## src/rtl/plist_pkg.sv

```systemverilog
// Shared constants, codes and types for the positional list engine.
package plist_pkg;

   localparam int CAPACITY = 16;
   localparam int ADDR_W   = (CAPACITY > 1) ? $clog2(CAPACITY) : 1;
   localparam int CNT_W    = $clog2(CAPACITY + 1);
   localparam int WORD_W   = 32;
   localparam int KIND_W   = 3;
   localparam int POS_W    = 7;
   localparam int STAT_W   = 2;

   localparam logic [KIND_W-1:0] REQ_APPEND   = 3'd0;
   localparam logic [KIND_W-1:0] REQ_INSERT   = 3'd1;
   localparam logic [KIND_W-1:0] REQ_DEL_LAST = 3'd2;
   localparam logic [KIND_W-1:0] REQ_DEL_AT   = 3'd3;
   localparam logic [KIND_W-1:0] REQ_READ     = 3'd4;

   typedef enum logic [STAT_W-1:0] {
      ST_OK      = 2'd0,
      ST_INVALID = 2'd1,
      ST_EMPTY   = 2'd2,
      ST_FULL    = 2'd3
   } status_type;

   typedef struct packed {
      logic                     valid;
      status_type               status;
      logic [CNT_W-1:0]         count;
      logic signed [WORD_W-1:0] value;
   } result_type;

endpackage

```

## src/rtl/plist_ram.sv

```systemverilog
// Generic single write port, single read port RAM with registered read data.
module plist_ram #(
   parameter int WIDTH = 32,
   parameter int DEPTH = 16
) (
   input  logic                                     clock,
   input  logic                                     wr_en,
   input  logic [((DEPTH > 1) ? $clog2(DEPTH) : 1)-1:0] wr_addr,
   input  logic [WIDTH-1:0]                         wr_data,
   input  logic [((DEPTH > 1) ? $clog2(DEPTH) : 1)-1:0] rd_addr,
   output logic [WIDTH-1:0]                         rd_data
);

   logic [WIDTH-1:0] mem_ff [DEPTH];
   logic [WIDTH-1:0] rd_data_ff;

   always_ff @(posedge clock) begin
      if (wr_en) begin
         mem_ff[wr_addr] <= wr_data;
      end
      rd_data_ff <= mem_ff[rd_addr];
   end

   assign rd_data = rd_data_ff;

endmodule

```

## src/rtl/plist_ctrl.sv

```systemverilog
// Request sequencer: decodes a request and moves list cells one at a time.
module plist_ctrl (
   input  logic                                  clock,
   input  logic                                  reset,
   input  logic                                  start,
   input  logic [plist_pkg::KIND_W-1:0]          req_kind,
   input  logic [plist_pkg::POS_W-1:0]           req_pos,
   input  logic signed [plist_pkg::WORD_W-1:0]   req_word,
   output logic                                  ready,
   input  logic                                  take,
   output plist_pkg::result_type                 result,
   output logic                                  ram_we,
   output logic [plist_pkg::ADDR_W-1:0]          ram_wr_addr,
   output logic [plist_pkg::WORD_W-1:0]          ram_wr_data,
   output logic [plist_pkg::ADDR_W-1:0]          ram_rd_addr,
   input  logic [plist_pkg::WORD_W-1:0]          ram_rd_data
);

   typedef enum logic [2:0] {
      S_IDLE,
      S_SHIFT_RD,
      S_SHIFT_WR,
      S_PLACE,
      S_RD_ISSUE,
      S_RD_WAIT,
      S_FINISH
   } state_type;

   state_type                            state_ff, state_in;
   logic [plist_pkg::CNT_W-1:0]          count_ff, count_in;
   logic [plist_pkg::ADDR_W-1:0]         idx_ff, idx_in;
   logic [plist_pkg::ADDR_W-1:0]         at_ff, at_in;
   logic [plist_pkg::ADDR_W-1:0]         lim_ff, lim_in;
   logic                                 up_ff, up_in;
   logic signed [plist_pkg::WORD_W-1:0]  word_ff, word_in;
   plist_pkg::status_type                status_ff, status_in;
   logic signed [plist_pkg::WORD_W-1:0]  rdval_ff, rdval_in;

   logic [plist_pkg::ADDR_W-1:0]         src;
   logic [plist_pkg::ADDR_W-1:0]         at_req;
   logic [plist_pkg::ADDR_W-1:0]         last_idx;
   logic                                 pos_ok;
   logic                                 full;

   // shared index unit: step toward the source cell and compare with the bound
   assign src      = up_ff ? idx_ff + 1'b1 : idx_ff - 1'b1;
   assign at_req   = plist_pkg::ADDR_W'(req_pos - 1'b1);
   assign last_idx = plist_pkg::ADDR_W'(count_ff - 1'b1);
   assign pos_ok   = (req_pos != '0) && (req_pos <= plist_pkg::POS_W'(count_ff));
   assign full     = (count_ff == plist_pkg::CNT_W'(plist_pkg::CAPACITY));

   always_comb begin
      state_in    = state_ff;
      count_in    = count_ff;
      idx_in      = idx_ff;
      at_in       = at_ff;
      lim_in      = lim_ff;
      up_in       = up_ff;
      word_in     = word_ff;
      status_in   = status_ff;
      rdval_in    = rdval_ff;
      ram_we      = 1'b0;
      ram_wr_addr = idx_ff;
      ram_wr_data = ram_rd_data;
      ram_rd_addr = src;

      unique case (state_ff)
         S_IDLE: begin
            if (start) begin
               status_in = plist_pkg::ST_OK;
               rdval_in  = '0;
               word_in   = req_word;
               at_in     = at_req;
               state_in  = S_FINISH;
               unique case (req_kind)
                  plist_pkg::REQ_APPEND: begin
                     if (full) begin
                        status_in = plist_pkg::ST_FULL;
                     end else begin
                        ram_we      = 1'b1;
                        ram_wr_addr = plist_pkg::ADDR_W'(count_ff);
                        ram_wr_data = req_word;
                        count_in    = count_ff + 1'b1;
                     end
                  end
                  plist_pkg::REQ_INSERT: begin
                     if (!pos_ok) begin
                        status_in = plist_pkg::ST_INVALID;
                     end else if (full) begin
                        status_in = plist_pkg::ST_FULL;
                     end else begin
                        idx_in   = plist_pkg::ADDR_W'(count_ff);
                        lim_in   = at_req;
                        up_in    = 1'b0;
                        state_in = S_SHIFT_RD;
                     end
                  end
                  plist_pkg::REQ_DEL_LAST: begin
                     if (count_ff == '0) begin
                        status_in = plist_pkg::ST_EMPTY;
                     end else begin
                        count_in = count_ff - 1'b1;
                     end
                  end
                  plist_pkg::REQ_DEL_AT: begin
                     if (!pos_ok) begin
                        status_in = plist_pkg::ST_INVALID;
                     end else begin
                        idx_in = at_req;
                        lim_in = last_idx;
                        up_in  = 1'b1;
                        if (at_req == last_idx) begin
                           count_in = count_ff - 1'b1;
                        end else begin
                           state_in = S_SHIFT_RD;
                        end
                     end
                  end
                  plist_pkg::REQ_READ: begin
                     if (!pos_ok) begin
                        status_in = plist_pkg::ST_INVALID;
                     end else begin
                        state_in = S_RD_ISSUE;
                     end
                  end
                  default: begin
                     status_in = plist_pkg::ST_INVALID;
                  end
               endcase
            end
         end
         S_SHIFT_RD: begin
            ram_rd_addr = src;
            state_in    = S_SHIFT_WR;
         end
         S_SHIFT_WR: begin
            ram_we      = 1'b1;
            ram_wr_addr = idx_ff;
            ram_wr_data = ram_rd_data;
            idx_in      = src;
            if (src == lim_ff) begin
               if (up_ff) begin
                  count_in = count_ff - 1'b1;
                  state_in = S_FINISH;
               end else begin
                  state_in = S_PLACE;
               end
            end else begin
               state_in = S_SHIFT_RD;
            end
         end
         S_PLACE: begin
            ram_we      = 1'b1;
            ram_wr_addr = at_ff;
            ram_wr_data = word_ff;
            count_in    = count_ff + 1'b1;
            state_in    = S_FINISH;
         end
         S_RD_ISSUE: begin
            ram_rd_addr = at_ff;
            state_in    = S_RD_WAIT;
         end
         S_RD_WAIT: begin
            rdval_in = ram_rd_data;
            state_in = S_FINISH;
         end
         S_FINISH: begin
            if (take) begin
               state_in = S_IDLE;
            end
         end
         default: begin
            state_in = S_IDLE;
         end
      endcase
   end

   always_ff @(posedge clock) begin
      if (reset) begin
         state_ff <= S_IDLE;
         count_ff <= '0;
      end else begin
         state_ff <= state_in;
         count_ff <= count_in;
      end
      idx_ff    <= idx_in;
      at_ff     <= at_in;
      lim_ff    <= lim_in;
      up_ff     <= up_in;
      word_ff   <= word_in;
      status_ff <= status_in;
      rdval_ff  <= rdval_in;
   end

   assign ready         = (state_ff == S_IDLE);
   assign result.valid  = (state_ff == S_FINISH);
   assign result.status = status_ff;
   assign result.count  = count_ff;
   assign result.value  = rdval_ff;

`ifndef SYNTH
   a_count_bound: assert property (@(posedge clock) disable iff (reset)
      count_ff <= plist_pkg::CNT_W'(plist_pkg::CAPACITY))
      else $error("entry count above capacity");

   a_busy_after_start: assert property (@(posedge clock) disable iff (reset)
      start && ready |=> !ready)
      else $error("sequencer idle right after taking a request");

   a_wr_after_rd: assert property (@(posedge clock) disable iff (reset)
      state_ff == S_SHIFT_WR |-> $past(state_ff) == S_SHIFT_RD)
      else $error("shift write without a preceding read");

   a_place_grows: assert property (@(posedge clock) disable iff (reset)
      state_ff == S_PLACE |=> count_ff == $past(count_ff) + 1'b1)
      else $error("insert did not grow the list");
`endif

endmodule

```

## src/rtl/positional_list_engine_core.sv

```systemverilog
// Top level of the positional list engine: sequencer, cell RAM, result register.
// Append, delete-last and rejected requests go straight to S_FINISH; a read passes
// S_RD_ISSUE and S_RD_WAIT; insert moves k cells and then writes the new word in S_PLACE;
// delete-at moves k cells (k = cells moved; each move is a read state and then a write state
// on the one-read, one-write cell RAM). One request at a time: req_ready returns on the edge
// that loads rsp_valid; a low rsp_ready holds it longer. Sync reset empties the list at once.
module positional_list_engine_core (
   input  logic                                clock,
   input  logic                                reset,
   input  logic                                req_valid,
   output logic                                req_ready,
   input  logic [plist_pkg::KIND_W-1:0]        req_type,
   input  logic [plist_pkg::POS_W-1:0]         req_position,
   input  logic signed [plist_pkg::WORD_W-1:0] req_value,
   output logic                                rsp_valid,
   input  logic                                rsp_ready,
   output logic [plist_pkg::STAT_W-1:0]        rsp_status,
   output logic [plist_pkg::POS_W-1:0]         rsp_entry_count,
   output logic signed [plist_pkg::WORD_W-1:0] rsp_read_value
);

   plist_pkg::result_type              result;
   logic                               seq_ready;
   logic                               out_free;
   logic                               ram_we;
   logic [plist_pkg::ADDR_W-1:0]       ram_wr_addr;
   logic [plist_pkg::WORD_W-1:0]       ram_wr_data;
   logic [plist_pkg::ADDR_W-1:0]       ram_rd_addr;
   logic [plist_pkg::WORD_W-1:0]       ram_rd_data;

   // output register: a finished word may wait here while the next one runs
   logic                                rsp_valid_ff, rsp_valid_in;
   logic [plist_pkg::STAT_W-1:0]        rsp_status_ff, rsp_status_in;
   logic [plist_pkg::POS_W-1:0]         rsp_count_ff, rsp_count_in;
   logic signed [plist_pkg::WORD_W-1:0] rsp_value_ff, rsp_value_in;

   assign out_free  = !rsp_valid_ff || rsp_ready;
   assign req_ready = seq_ready;

   plist_ctrl u_ctrl (
      .clock       (clock),
      .reset       (reset),
      .start       (req_valid),
      .req_kind    (req_type),
      .req_pos     (req_position),
      .req_word    (req_value),
      .ready       (seq_ready),
      .take        (out_free),
      .result      (result),
      .ram_we      (ram_we),
      .ram_wr_addr (ram_wr_addr),
      .ram_wr_data (ram_wr_data),
      .ram_rd_addr (ram_rd_addr),
      .ram_rd_data (ram_rd_data)
   );

   // list cells, position 1 in cell 0
   plist_ram #(
      .WIDTH (plist_pkg::WORD_W),
      .DEPTH (plist_pkg::CAPACITY)
   ) u_cells (
      .clock   (clock),
      .wr_en   (ram_we),
      .wr_addr (ram_wr_addr),
      .wr_data (ram_wr_data),
      .rd_addr (ram_rd_addr),
      .rd_data (ram_rd_data)
   );

   always_comb begin
      rsp_valid_in  = rsp_valid_ff;
      rsp_status_in = rsp_status_ff;
      rsp_count_in  = rsp_count_ff;
      rsp_value_in  = rsp_value_ff;
      if (rsp_valid_ff && rsp_ready) begin
         rsp_valid_in = 1'b0;
      end
      // load a new word when the slot is empty or being drained this cycle
      if (result.valid && out_free) begin
         rsp_valid_in  = 1'b1;
         rsp_status_in = result.status;
         rsp_count_in  = plist_pkg::POS_W'(result.count);
         rsp_value_in  = result.value;
      end
   end

   always_ff @(posedge clock) begin
      if (reset) begin
         rsp_valid_ff <= 1'b0;
      end else begin
         rsp_valid_ff <= rsp_valid_in;
      end
      rsp_status_ff <= rsp_status_in;
      rsp_count_ff  <= rsp_count_in;
      rsp_value_ff  <= rsp_value_in;
   end

   assign rsp_valid       = rsp_valid_ff;
   assign rsp_status      = rsp_status_ff;
   assign rsp_entry_count = rsp_count_ff;
   assign rsp_read_value  = rsp_value_ff;

endmodule
```

## config.mk

```make
export PLATFORM = sky130hd
export DESIGN_NAME = positional_list_engine_core
export DESIGN_NICKNAME = d
export VERILOG_FILES = /design/src/rtl/plist_pkg.sv /design/src/rtl/plist_ram.sv /design/src/rtl/plist_ctrl.sv /design/src/rtl/positional_list_engine_core.sv
export SDC_FILE = /design/constraint.sdc
export NUM_CORES = 1
export LEC_CHECK = 0
export ABC_AREA = 1
export BUFFER_PORTS_ARGS = -buffer_cell sky130_fd_sc_hd__buf_4
export CAP_MARGIN = 25
export CORE_MARGIN = 2
export CORE_UTILIZATION = 35
export DETAILED_ROUTE_END_ITERATION = 7
export PLACE_DENSITY = 0.47
export SYNTH_ARGS = -nofsm -noshare
export SYNTH_HDL_FRONTEND = slang
export SYNTH_SLANG_ARGS = --single-unit
```

## constraint.sdc

```tcl
create_clock -name clock -period 10.4 [get_ports clock]
set_input_delay 2.6 -clock clock [delete_from_list [all_inputs] [get_ports clock]]
set_output_delay 2.6 -clock clock [all_outputs]
set_load 0.01 [all_outputs]
```

==> metrics.md, run 1 <==
| Metric | Value |
|---|---|
| Status | completed |
| Multi-input logic area | 6000 µm² |
| Maximum vdd drop | 201 µV |
| Seq/Total Area, Yosys | 74.7% |
| Post-synth top area cell | edfxtp_1 |
| Gpl congestion | 0.812 |
| Post-Syn Area | 26400 µm² |
| Synth Flop Type | edfxtp_1 |
| Skew final | 0.0206 ns |
| Gr usage total | 19.0% |
| Mapped Avg Cell Area | 13.1 µm² |
| Critical Path RT | 10.65 ns |
| First-pass GRT wire length | 109000 µm |
| CTS root buf | clkbuf_16 |
| Drt drc | 0 |
| Critical path type | input port to register |
| Dominant cells by area after synthesis | edfxtp_1 (72%), o21ai_0 (5.0%), nor2_1 (4.7%) |
| Gate count after technology mapping | 2011 |
| Async S/R FF share, synth | 0% |
| Vias post-DR | 16.7k |
| Setup TNS | 0 ns |
| Worst-path clk slew | 0.06 ns |
| CTS Buffer Depth | 3 |
| Setup violations, final | 0 |
| FF-to-FF path depth | 12 |
| Core area | 74600 µm² |
| Ports | 89 |
| Ant diodes | 0 |
| Die X | 279 µm |
| Register area | 19700 µm² |
| Crit Path Max Fanout | 32 |
| Slew Viols, Final | 0 |
| Type of the worst min-delay path | register to register |
| CTS tree | yes |
| Postcts setup bufs | 0 |
| Wirelength per Cell | 23.5 µm |
| Util after Layout | 41.3% |
| Routed vias/inst | 5.32 |
| CP Capture Type | register |
| Synth cell types | 43 |
| Post-synth EDFFs | 630 |
| Unrepaired setup endpoints after global routing | no |
| CP arrival | 5.91 ns |
| Final hold violation count | 0 |
| CP startpoint kind | input port |
| Row count | 100 |
| CTS Hold Bufs | 0 |
| Fill count | 6952 |
| Max-cap check violation count | 0 |
| Post-synth top area share | 71.6% |
| Initial Util | 35.4% |
| Post_cts resized | 0 |
| Yosys Warn Count | 0 |
| Final WL | 73900 µm |
| 1st-pass router iterations | 7 |
| Gr ovfl total | 0 |
| Clk sinks | 671 |
| Final Critical Period | 5.66 ns |
| Worst slew pin tran | 1.07 ns |
| Most frequent cells in the layout | edfxtp_1 (630), nor2_1 (315), o21ai_0 (265) |
| Port buffer count | 86 |
| Die area | 77700 µm² |
| Power density cells | 354 nW/µm² |
| Largest net degree at the start of global routing | 105 |
| Hold path cells | 0 |
| CTS H-Tree Depth | 3 |
| Period utilization | 54.4% |
| Leak | 10.3 nW |
| Flops & latches, synth | 671 |
| DR iter-0 viols | 1491 |
| Normalized max-slew margin | 28.5% |
| Share of layout cells above drive strength 1 | 13.5% |
| Post-route ant nets | 0 |
| Most common cell after layout, fill and taps aside | edfxtp_1 |
| Die H | 279 µm |
| Area growth syn-to-layout | 16.6% |
| Hpwl dp | 39200 µm |
| TritonCTS Buffers | 73 |
| Nets | 2180 |
| Vias in the first global route | 16.4k |
| FMAX | 0.177 GHz |
| Worst-skew pair later-pin latency | 0.61 ns |
| Antenna violations before repair | 0 |
state kept, by name, summed over array words and instances (netlist names), 2 cells and up:
register	count
u_cells.mem_ff	512
rsp_read_value	32
u_cells.rd_data	32
u_ctrl.rdval_ff	32
u_ctrl.word_ff	32
rsp_entry_count	5
u_ctrl.count_ff	5
u_ctrl.at_ff	4
u_ctrl.idx_ff	4
u_ctrl.lim_ff	4
u_ctrl.state_ff	3
rsp_status	2
u_ctrl.status_ff	2
stage by stage:
stage | instances | worst slack [ns] | hold WS, ns | cell area, µm² | power, mW
5_1_grt | 3145 | 4.60 | 0.426 | 30800 | 11.6
4_1_cts | 3123 | 4.79 | 0.417 | 30600 | 10.9
6_report | 3145 | 4.74 | 0.415 | 30800 | 10.9
3_3_place_gp | 2989 | 4.15 | 0.400 | 28200 | 8.25
2_1_floorplan | 2012 | 4.07 | 0.400 | 26400 | 6.77
3_5_place_dp | 2993 | 4.16 | 0.405 | 28300 | 8.33
power by group:
part / internal [mW] / switching [mW] / total (mW)
clock network: 1.53 / 1.04 / 2.57
logic: 1.20 / 3.24 / 4.45
registers: 3.77 / 0.113 / 3.88
total: 6.50 / 4.40 / 10.9
cells by family (layout without fill, tap and decap cells):
group,after synthesis,after routing,synth area share (%)
simple gates,604,604,9.08
buf+inv,207,371,3.30
flops,671,671,74.7
fa+ha+maj,13,13,0.644
xor+xnor,14,14,0.464
compound gates,501,501,11.8
other cells,1,2,0.0142
worst max-delay path, cell delays in order:
cell and delay (ns):
buf_4 0.12, or2_1 0.26, nor2_1 0.14, nand2_1 0.14, nor2_2 0.16, nand2_2 0.10
nand2_1 0.08, buf_4 0.55, o221ai_2 0.24, nor2_1 0.21, nand2_1 0.17, nor2_4 0.61
buf_4 0.50
synthesized netlist by cell type (2+ instances only):
| library cell | count |
|---|---|
| xnor2_1 | 5 |
| nor4_1 | 2 |
| nor2_1 | 330 |
| ha_1 | 12 |
| o21ai_2 | 3 |
| nand2_1 | 193 |
| inv_2 | 6 |
| o221ai_1 | 94 |
| o21bai_1 | 5 |
| clkbuf_2 | 2 |
| o211ai_1 | 66 |
| nand3_1 | 57 |
| clkinv_1 | 2 |
| buf_6 | 2 |
| a21oi_1 | 11 |
| buf_4 | 3 |
| clkbuf_1 | 56 |
| nand4_1 | 6 |
| buf_2 | 54 |
| a211oi_1 | 3 |
| inv_1 | 80 |
| nand2_2 | 2 |
| o21ai_1 | 15 |
| nor3_1 | 6 |
| or2_1 | 2 |
| o21ai_0 | 266 |
| buf_1 | 2 |
| edfxtp_1 | 630 |
| xor2_1 | 9 |
| o22ai_1 | 32 |
| dfxtp_1 | 41 |
| nor2_2 | 3 |
area by class of cell:
type	instances	share of cell area (%)
multi-input cells	1134	19.5
inverters	88	1.09
clock inverters	28	1.05
clock buffers	102	6.64
well taps	969	3.93
flip-flops and latches	671	64.0
repair buffers	153	3.78
routing by layer:
metal / wire length (µm) / track usage (%) / share of wire (%)
met1: 33800 / 27.2 / 46
met2: 34400 / 30.2 / 47
met3: 4120 / 3.00 / 5.6
met4: 1490 / 5.05 / 2.0
met5: 0 / 0 / 0
path summary, 6_finish.rpt:
check,from,end,slack (ns)
min reg2reg,u_ctrl.rdval_ff[0],rsp_read_value[0],0.42
max,req_type[1],u_cells.mem_ff[0][24],4.74
min,u_ctrl.rdval_ff[0],rsp_read_value[0],0.42
max reg2reg,u_ctrl.idx_ff[0],u_cells.rd_data[23],5.81
No activity file was read; power rests on OpenSTA's default activity.
==> run 2: changes to the inputs <==
Settings changed: PLACE_DENSITY 0.47 to 0.49.
Clock period 10.4 ns to 5.2 ns, I/O delays scaled along.
==> run 2 against run 1 <==
Net effect: worst setup slack got worse by 3.1 ns; die area did not move; sequential cell count did not move; largest cell class unchanged; highest routed layer unchanged.
==> metrics.md, run 2 (synthesis gave the netlist of run 1 again) <==
| Metric | Value |
|---|---|
| Worst Path Buf+Inv | 2 (-1) |
| FMAX | 0.284 GHz |
| Max-cap check violation count | 0 (unchanged) |
| Gr usage total | 18.6% (-0.37 points) |
| Skew final | 0.0167 ns (-0.00390 ns) |
| TritonCTS Buffers | 73 (unchanged) |
| Area growth syn-to-layout | 17.2% |
| Setup TNS | 0 ns (unchanged) |
| Drt drc | 0 (unchanged) |
| Worst-skew pair later-pin latency | 0.62 ns (about the same) |
| Final hold violation count | 0 (unchanged) |
| Setup violations, final | 0 (unchanged) |
| Fill count | 6869 (-1.2%) |
| Port buffer count | 86 (unchanged) |
| Period utilization | 67.6% |
| Postcts setup bufs | 0 (unchanged) |
| R2R setup slack | 1.71 ns (-4.10 ns) |
| Crit Path Max Fanout | 19 (-41%) |
| Gr ovfl total | 0 (unchanged) |
| Slowest CP cell | nor2_4 |
| Die H | 279 µm (unchanged) |
| Status | completed |
| Critical Path RT | 5.51 ns (-5.14 ns) |
| Share of layout cells above drive strength 1 | 13.2% (-0.29 points) |
| Unrepaired setup endpoints after global routing | no |
| CP Capture Type | register |
| First-pass GRT wire length | 107000 µm (-1.8%) |
| Worst slack, placed | 1.08 ns (-3.09 ns) |
| Final Critical Period | 3.52 ns |
| CTS Hold Bufs | 0 (unchanged) |
| Max stage delay on crit path | 0.61 ns (about the same) |
| Worst slew pin tran | 1.07 ns (+0.00604 ns) |
| Vias in the first global route | 16.6k (+0.82%) |
| Final hold slack | 0.411 ns (-0.00407 ns) |
| Most flop-heavy register | u_cells.mem_ff |
| Nets | 2170 (-0.46%) |
| Die X | 279 µm (unchanged) |
| Antenna violations before repair | 0 (unchanged) |
| Power density cells | 708 nW/µm² (+100%) |
| Crit path max-delay family | simple AND/OR/NAND/NOR gates |
| Die area | 77700 µm² (unchanged) |
| Most common cell after layout, fill and taps aside | edfxtp_1 |
| Final WL | 73100 µm (-1.1%) |
| Initial Util | 35.4% (unchanged) |
| Slew Viols, Final | 0 (unchanged) |
| Normalized max-slew margin | 28.1% (-0.40 points) |
| Util after Layout | 41.6% (+0.22 points) |
| Hpwl dp | 39200 µm (+0.19%) |
| Worst-path clk slew | 0.06 ns (about the same) |
| Crit-path cells | buf_4 > or2_1 > nor2_1 > nand2_1 > o21ai_0 > o21ai_0 > a22oi_1 > nand2_1 > nor2_4 > buf_12 |
| CTS tree | yes |
| CP startpoint kind | input port |
| Maximum vdd drop | 763 µV (+280%) |
| Gpl congestion | 0.819 (+0.81%) |
| Routed vias/inst | 5.31 (-0.22%) |
| Post-route ant nets | 0 (unchanged) |
| Leak | 10.3 nW (+0.28%) |
| CTS H-Tree Depth | 3 (unchanged) |
| Largest net degree at the start of global routing | 189 (+80%) |
| Largest register FFs | 512 (unchanged) |
| CP arrival | 3.82 ns (-2.09 ns) |
| Most frequent cells in the layout | edfxtp_1 (630), nor2_1 (315), o21ai_0 (265) |
| DR iter-0 viols | 1470 (-1.4%) |
| CTS root buf | clkbuf_16 |
| Ports | 89 (unchanged) |
| Core area | 74600 µm² (unchanged) |
| Vias post-DR | 16.7k (-0.38%) |
| Type of the worst min-delay path | register to register |
| CTS Buffer Depth | 3 (unchanged) |
| Slack of the critical path | 1.68 ns (-3.06 ns) |
| Wirelength per Cell | 23.3 µm (-0.98%) |
| Row count | 100 (unchanged) |
| Ant diodes | 0 (unchanged) |
| Register area | 19700 µm² (unchanged) |
| Post_cts resized | 0 (unchanged) |
| Critical path type | input port to register |
| Multi-input logic area | 6010 µm² (+0.12%) |
| 1st-pass router iterations | 7 (unchanged) |
| Clk sinks | 671 (unchanged) |
| Total Power | 21.9 mW (+100%) |
-- run 2: cell types whose count changed in the layout (fill, tap and decap cells not counted), moves of 2 or more --
cell	previous run	this run
buf_12	0	13
buf_4	151	129
bufinv_16	6	8
clkbuf_1	19	23
clkbuf_16	74	76
clkbuf_8	9	6
clkinv_2	4	7
inv_6	5	2
-- run 2: per-layer routing --
metal / vias to the layer above / GRT usage (%) / share of wire, %
met5: - / 0 / 0
met4: 0 / 5.85 / 2.4
met1: 8368 / 26.0 / 46
li1: 7648 / - / -
met3: 108 / 3.47 / 6.3
met2: 546 / 29.6 / 46
-- run 2: stage by stage --
step | area, µm² | cells
floorplan | 26400 | 2012
finish | 31000 | 3140
CTS | 30900 | 3123
global route | 31000 | 3140
detailed placement | 28400 | 2988
global placement | 28400 | 2987
-- run 2: worst paths after layout --
path,endpoint,start,cells past startpoint
max reg2reg,u_cells.mem_ff[6][11],u_ctrl.count_ff[0],12
min reg2reg,rsp_read_value[20],u_ctrl.rdval_ff[20],0
min,rsp_read_value[20],u_ctrl.rdval_ff[20],0
max,u_cells.mem_ff[10][31],req_type[1],10
-- run 2: layout make-up --
cell class | count | share of cell area (%)
tap | 969 | 3.91
timing repair buffer | 143 | 3.98
clock buffer | 105 | 6.68
clock inverter | 30 | 1.26
sequential | 671 | 63.7
multi-input combinational | 1134 | 19.4
inverter | 88 | 1.08
-- run 2: power breakdown --
group / switching, mW / internal [mW]
sequential: 0.234 / 7.54
clock: 2.12 / 3.19
combinational: 6.45 / 2.40
==> run 3: changes to the inputs <==
Settings changed: ABC_AREA 1 to 0.
Clock period 5.2 ns to 3.15 ns, I/O delays scaled along.
==> run 3 against run 2 <==
Net effect: cell count fell by 17%; via count decreased by 22%; sequential cell count unchanged; register-to-register slack got worse by 1.5 ns; sequential share of layout area fell by 2.6 points; power up 57%; worst setup slack got worse by 1.5 ns; clock-buffer cell count fell by 6; critical path type is now register to register; worst hold slack got worse by 0.064 ns; wire length down 16%; area after synthesis fell by 0.93%.
==> metrics.md, run 3 <==
| Metric | Value |
|---|---|
| Crit Path Max Fanout | 36 (+17) |
| Synth top cells by count | edfxtp_1 (630), mux4_2 (128), mux2i_1 (102) |
| Leak | 11.0 nW (+6.8%) |
| Clk sinks | 671 (unchanged) |
| Final hold slack | 0.347 ns (-0.0644 ns) |
| WL met2 | 31200 µm (-6.6%) |
| Flops & latches, synth | 671 (unchanged) |
| Vias in the first global route | 13.9k (-16%) |
| Post-synth EDFFs | 630 (unchanged) |
| Power density cells | 1070 nW/µm² (+51%) |
| Routed vias/inst | 4.97 (-6.3%) |
| Normalized max-slew margin | 59.5% (+31 points) |
| Met1 Wirelength | 27100 µm (-18%) |
| Leading cell type by number of instances after synthesis | edfxtp_1 |
| Status | completed |
| CP startpoint kind | register |
| Gpl congestion | 0.820 (+0.11%) |
| Largest net degree at the start of global routing | 49 (-74%) |
| Worst-path clk slew | 0.06 ns (about the same) |
| Most frequent cells in the layout | edfxtp_1 (630), buf_4 (159), mux4_2 (128) |
| Most flop-heavy register | u_cells.mem_ff |
| Yosys Warn Count | 0 (unchanged) |
| Clock share of power | 25.1% (+0.9 points) |
| Row count | 100 (unchanged) |
| Vias post-DR | 12.9k (-22%) |
| CTS Hold Bufs | 0 (unchanged) |
| Post-route ant nets | 0 (unchanged) |
| Flop pwr share | 36.5% (+1.1 points) |
| Period utilization | 94.6% |
| Maximum vdd drop | 986 µV (+29%) |
| Most common cell after layout, fill and taps aside | edfxtp_1 |
| Post_cts resized | 0 (unchanged) |
| Initial Util | 35.3% (-0.15 points) |
| Dominant cells by area after synthesis | edfxtp_1 (72%), mux4_2 (11%), mux2i_1 (3.9%) |
| FMAX | 0.335 GHz |
| Total Power | 34.5 mW (+57%) |
| First-pass GRT wire length | 92600 µm (-14%) |
| CP arrival | 3.47 ns (-0.35 ns) |
| CTS tree | yes |
| Highest metal used | met4 |
| Worst slew pin tran | 0.605 ns (-0.470 ns) |
| Final Critical Period | 2.98 ns |
| Unrepaired setup endpoints after global routing | no |
| Drt drc | 0 (unchanged) |
| Wirelength per Cell | 23.7 µm (+1.7%) |
| Worst-skew pair later-pin latency | 0.62 ns (about the same) |
| Gate count after technology mapping | 1334 (-34%) |
| CTS root buf | clkbuf_16 |
| Die X | 278 µm (-0.46%) |
| DR iter-0 viols | 976 (-34%) |
| Register area | 19700 µm² (unchanged) |
| Largest register FFs | 512 (unchanged) |
| Die area | 77000 µm² (-0.91%) |
| Met3 Wirelength | 2090 µm (-55%) |
| Seq/Total Area, Yosys | 75.4% (+0.70 points) |
| Max-cap check violation count | 0 (unchanged) |
| Type of the worst min-delay path | input port to register |
| Skew final | 0.0276 ns (+0.0110 ns) |
| CP Capture Type | register |
| Postcts setup bufs | 0 (unchanged) |
| Async S/R FF share, synth | 0% (unchanged) |
| Multi-input logic area | 6270 µm² (+4.4%) |
| Core area | 74200 µm² (-0.50%) |
| Final hold violation count | 0 (unchanged) |
| Slew Viols, Final | 0 (unchanged) |
| Fill count | 6421 (-6.5%) |
| 1st-pass router iterations | 5 (-2) |
| Critical Path RT | 3.64 ns (-1.87 ns) |
| Die H | 278 µm (-0.46%) |
| Hpwl dp | 38600 µm (-1.8%) |
| Post-synth top area cell | edfxtp_1 |
| Synth cell types | 70 (+63%) |
| Nets | 1628 (-25%) |
| TritonCTS Buffers | 73 (unchanged) |
| CTS H-Tree Depth | 3 (unchanged) |
| Net Sw Frac | 31.8% (-8.3 points) |
| CTS Buffer Depth | 3 (unchanged) |
| Antenna violations before repair | 1 (+1) |
| Post-synth top area share | 72.2% (+0.67 points) |
| Setup violations, final | 0 (unchanged) |
| Final WL | 61500 µm (-16%) |
| Logic pwr share | 38.4% (-2.0 points) |
| Critical path type | register to register |
| Pint | 23.5 mW (+79%) |
| Ports | 89 (unchanged) |
| Synth Flop Type | edfxtp_1 |
| Power dissipated by switching net loads | 11.0 mW (+25%) |
| Post-Syn Area | 26200 µm² (-0.93%) |
| Gr usage total | 16.3% (-2.4 points) |
| Port buffer count | 86 (unchanged) |
| Share of layout cells above drive strength 1 | 31.0% (+18 points) |
| Area growth syn-to-layout | 23.5% |
| Mapped Avg Cell Area | 19.6 µm² (+49%) |
| Gr ovfl total | 0 (unchanged) |
run 3: layer usage:
layer,track usage (%),vias up
met5,0,-
met3,2.52,86
met2,27.9,224
met4,3.99,0
met1,21.7,6738
li1,-,5873
run 3: worst paths after layout:
path	depth (start not counted)	from	endpoint	slack (ns)
min reg2reg	0	u_ctrl.rdval_ff[22]	rsp_read_value[22]	0.41
max reg2reg	7	u_ctrl.idx_ff[1]	u_cells.rd_data[28]	0.17
max	7	u_ctrl.idx_ff[1]	u_cells.rd_data[28]	0.17
min	1	req_value[30]	u_ctrl.word_ff[30]	0.35
run 3: area by class of cell:
class	instances	area share, %
sequential	671	61.1
multi-input combinational	574	19.4
timing repair buffer	227	7.90
clock buffer	99	6.17
tap	969	3.75
clock inverter	35	1.43
inverter	22	0.298
antenna	1	0.00774
run 3: stage by stage:
| stage | worst slack [ns] | instances | util, % | setup TNS [ns] | area [µm²] |
|---|---|---|---|---|---|
| finish | 0.169 | 2598 | 43.6 | 0 | 32300 |
| global route | 0.0104 | 2597 | 43.6 | 0 | 32300 |
| CTS | 0.154 | 2597 | 43.6 | 0 | 32300 |
| detailed placement | -0.279 | 2463 | 40.3 | -59.95 | 29900 |
| global placement | -0.267 | 2463 | 40.3 | -57.54 | 29900 |
| floorplan | -0.909 | 1335 | - | -219.18 | 26300 |
run 3: kinds of logic (layout without fill, tap and decap cells):
kind of cell	count (synthesis)	in the layout	synth area share, %
fa+ha+maj	13	13	0.650
compound gates	103	103	2.80
flops	671	671	75.4
buf+inv	90	383	1.52
mux	235	235	15.2
other cells	1	3	0.0143
simple gates	207	207	3.91
xor+xnor	14	14	0.573
run 3: power groups by stage:
stage / Clock (mW) / Combinational, mW / Sequential [mW]
after detailed placement: 0 / 13.6 / 12.8
after global placement: 0 / 13.5 / 12.8
final: 8.65 / 13.2 / 12.6
after global routing: 9.26 / 14.3 / 12.7
after CTS: 8.90 / 13.6 / 12.6
after floorplan: 0 / 7.91 / 12.7
run 3: critical path: stages, from the launching register on:
cell      delay [ns]
edfxtp_1        0.50
inv_1           0.14
fa_1            0.51
o21ai_4         0.27
buf_12          0.32
mux4_2          0.60
mux2i_1         0.30
mux2i_1         0.16
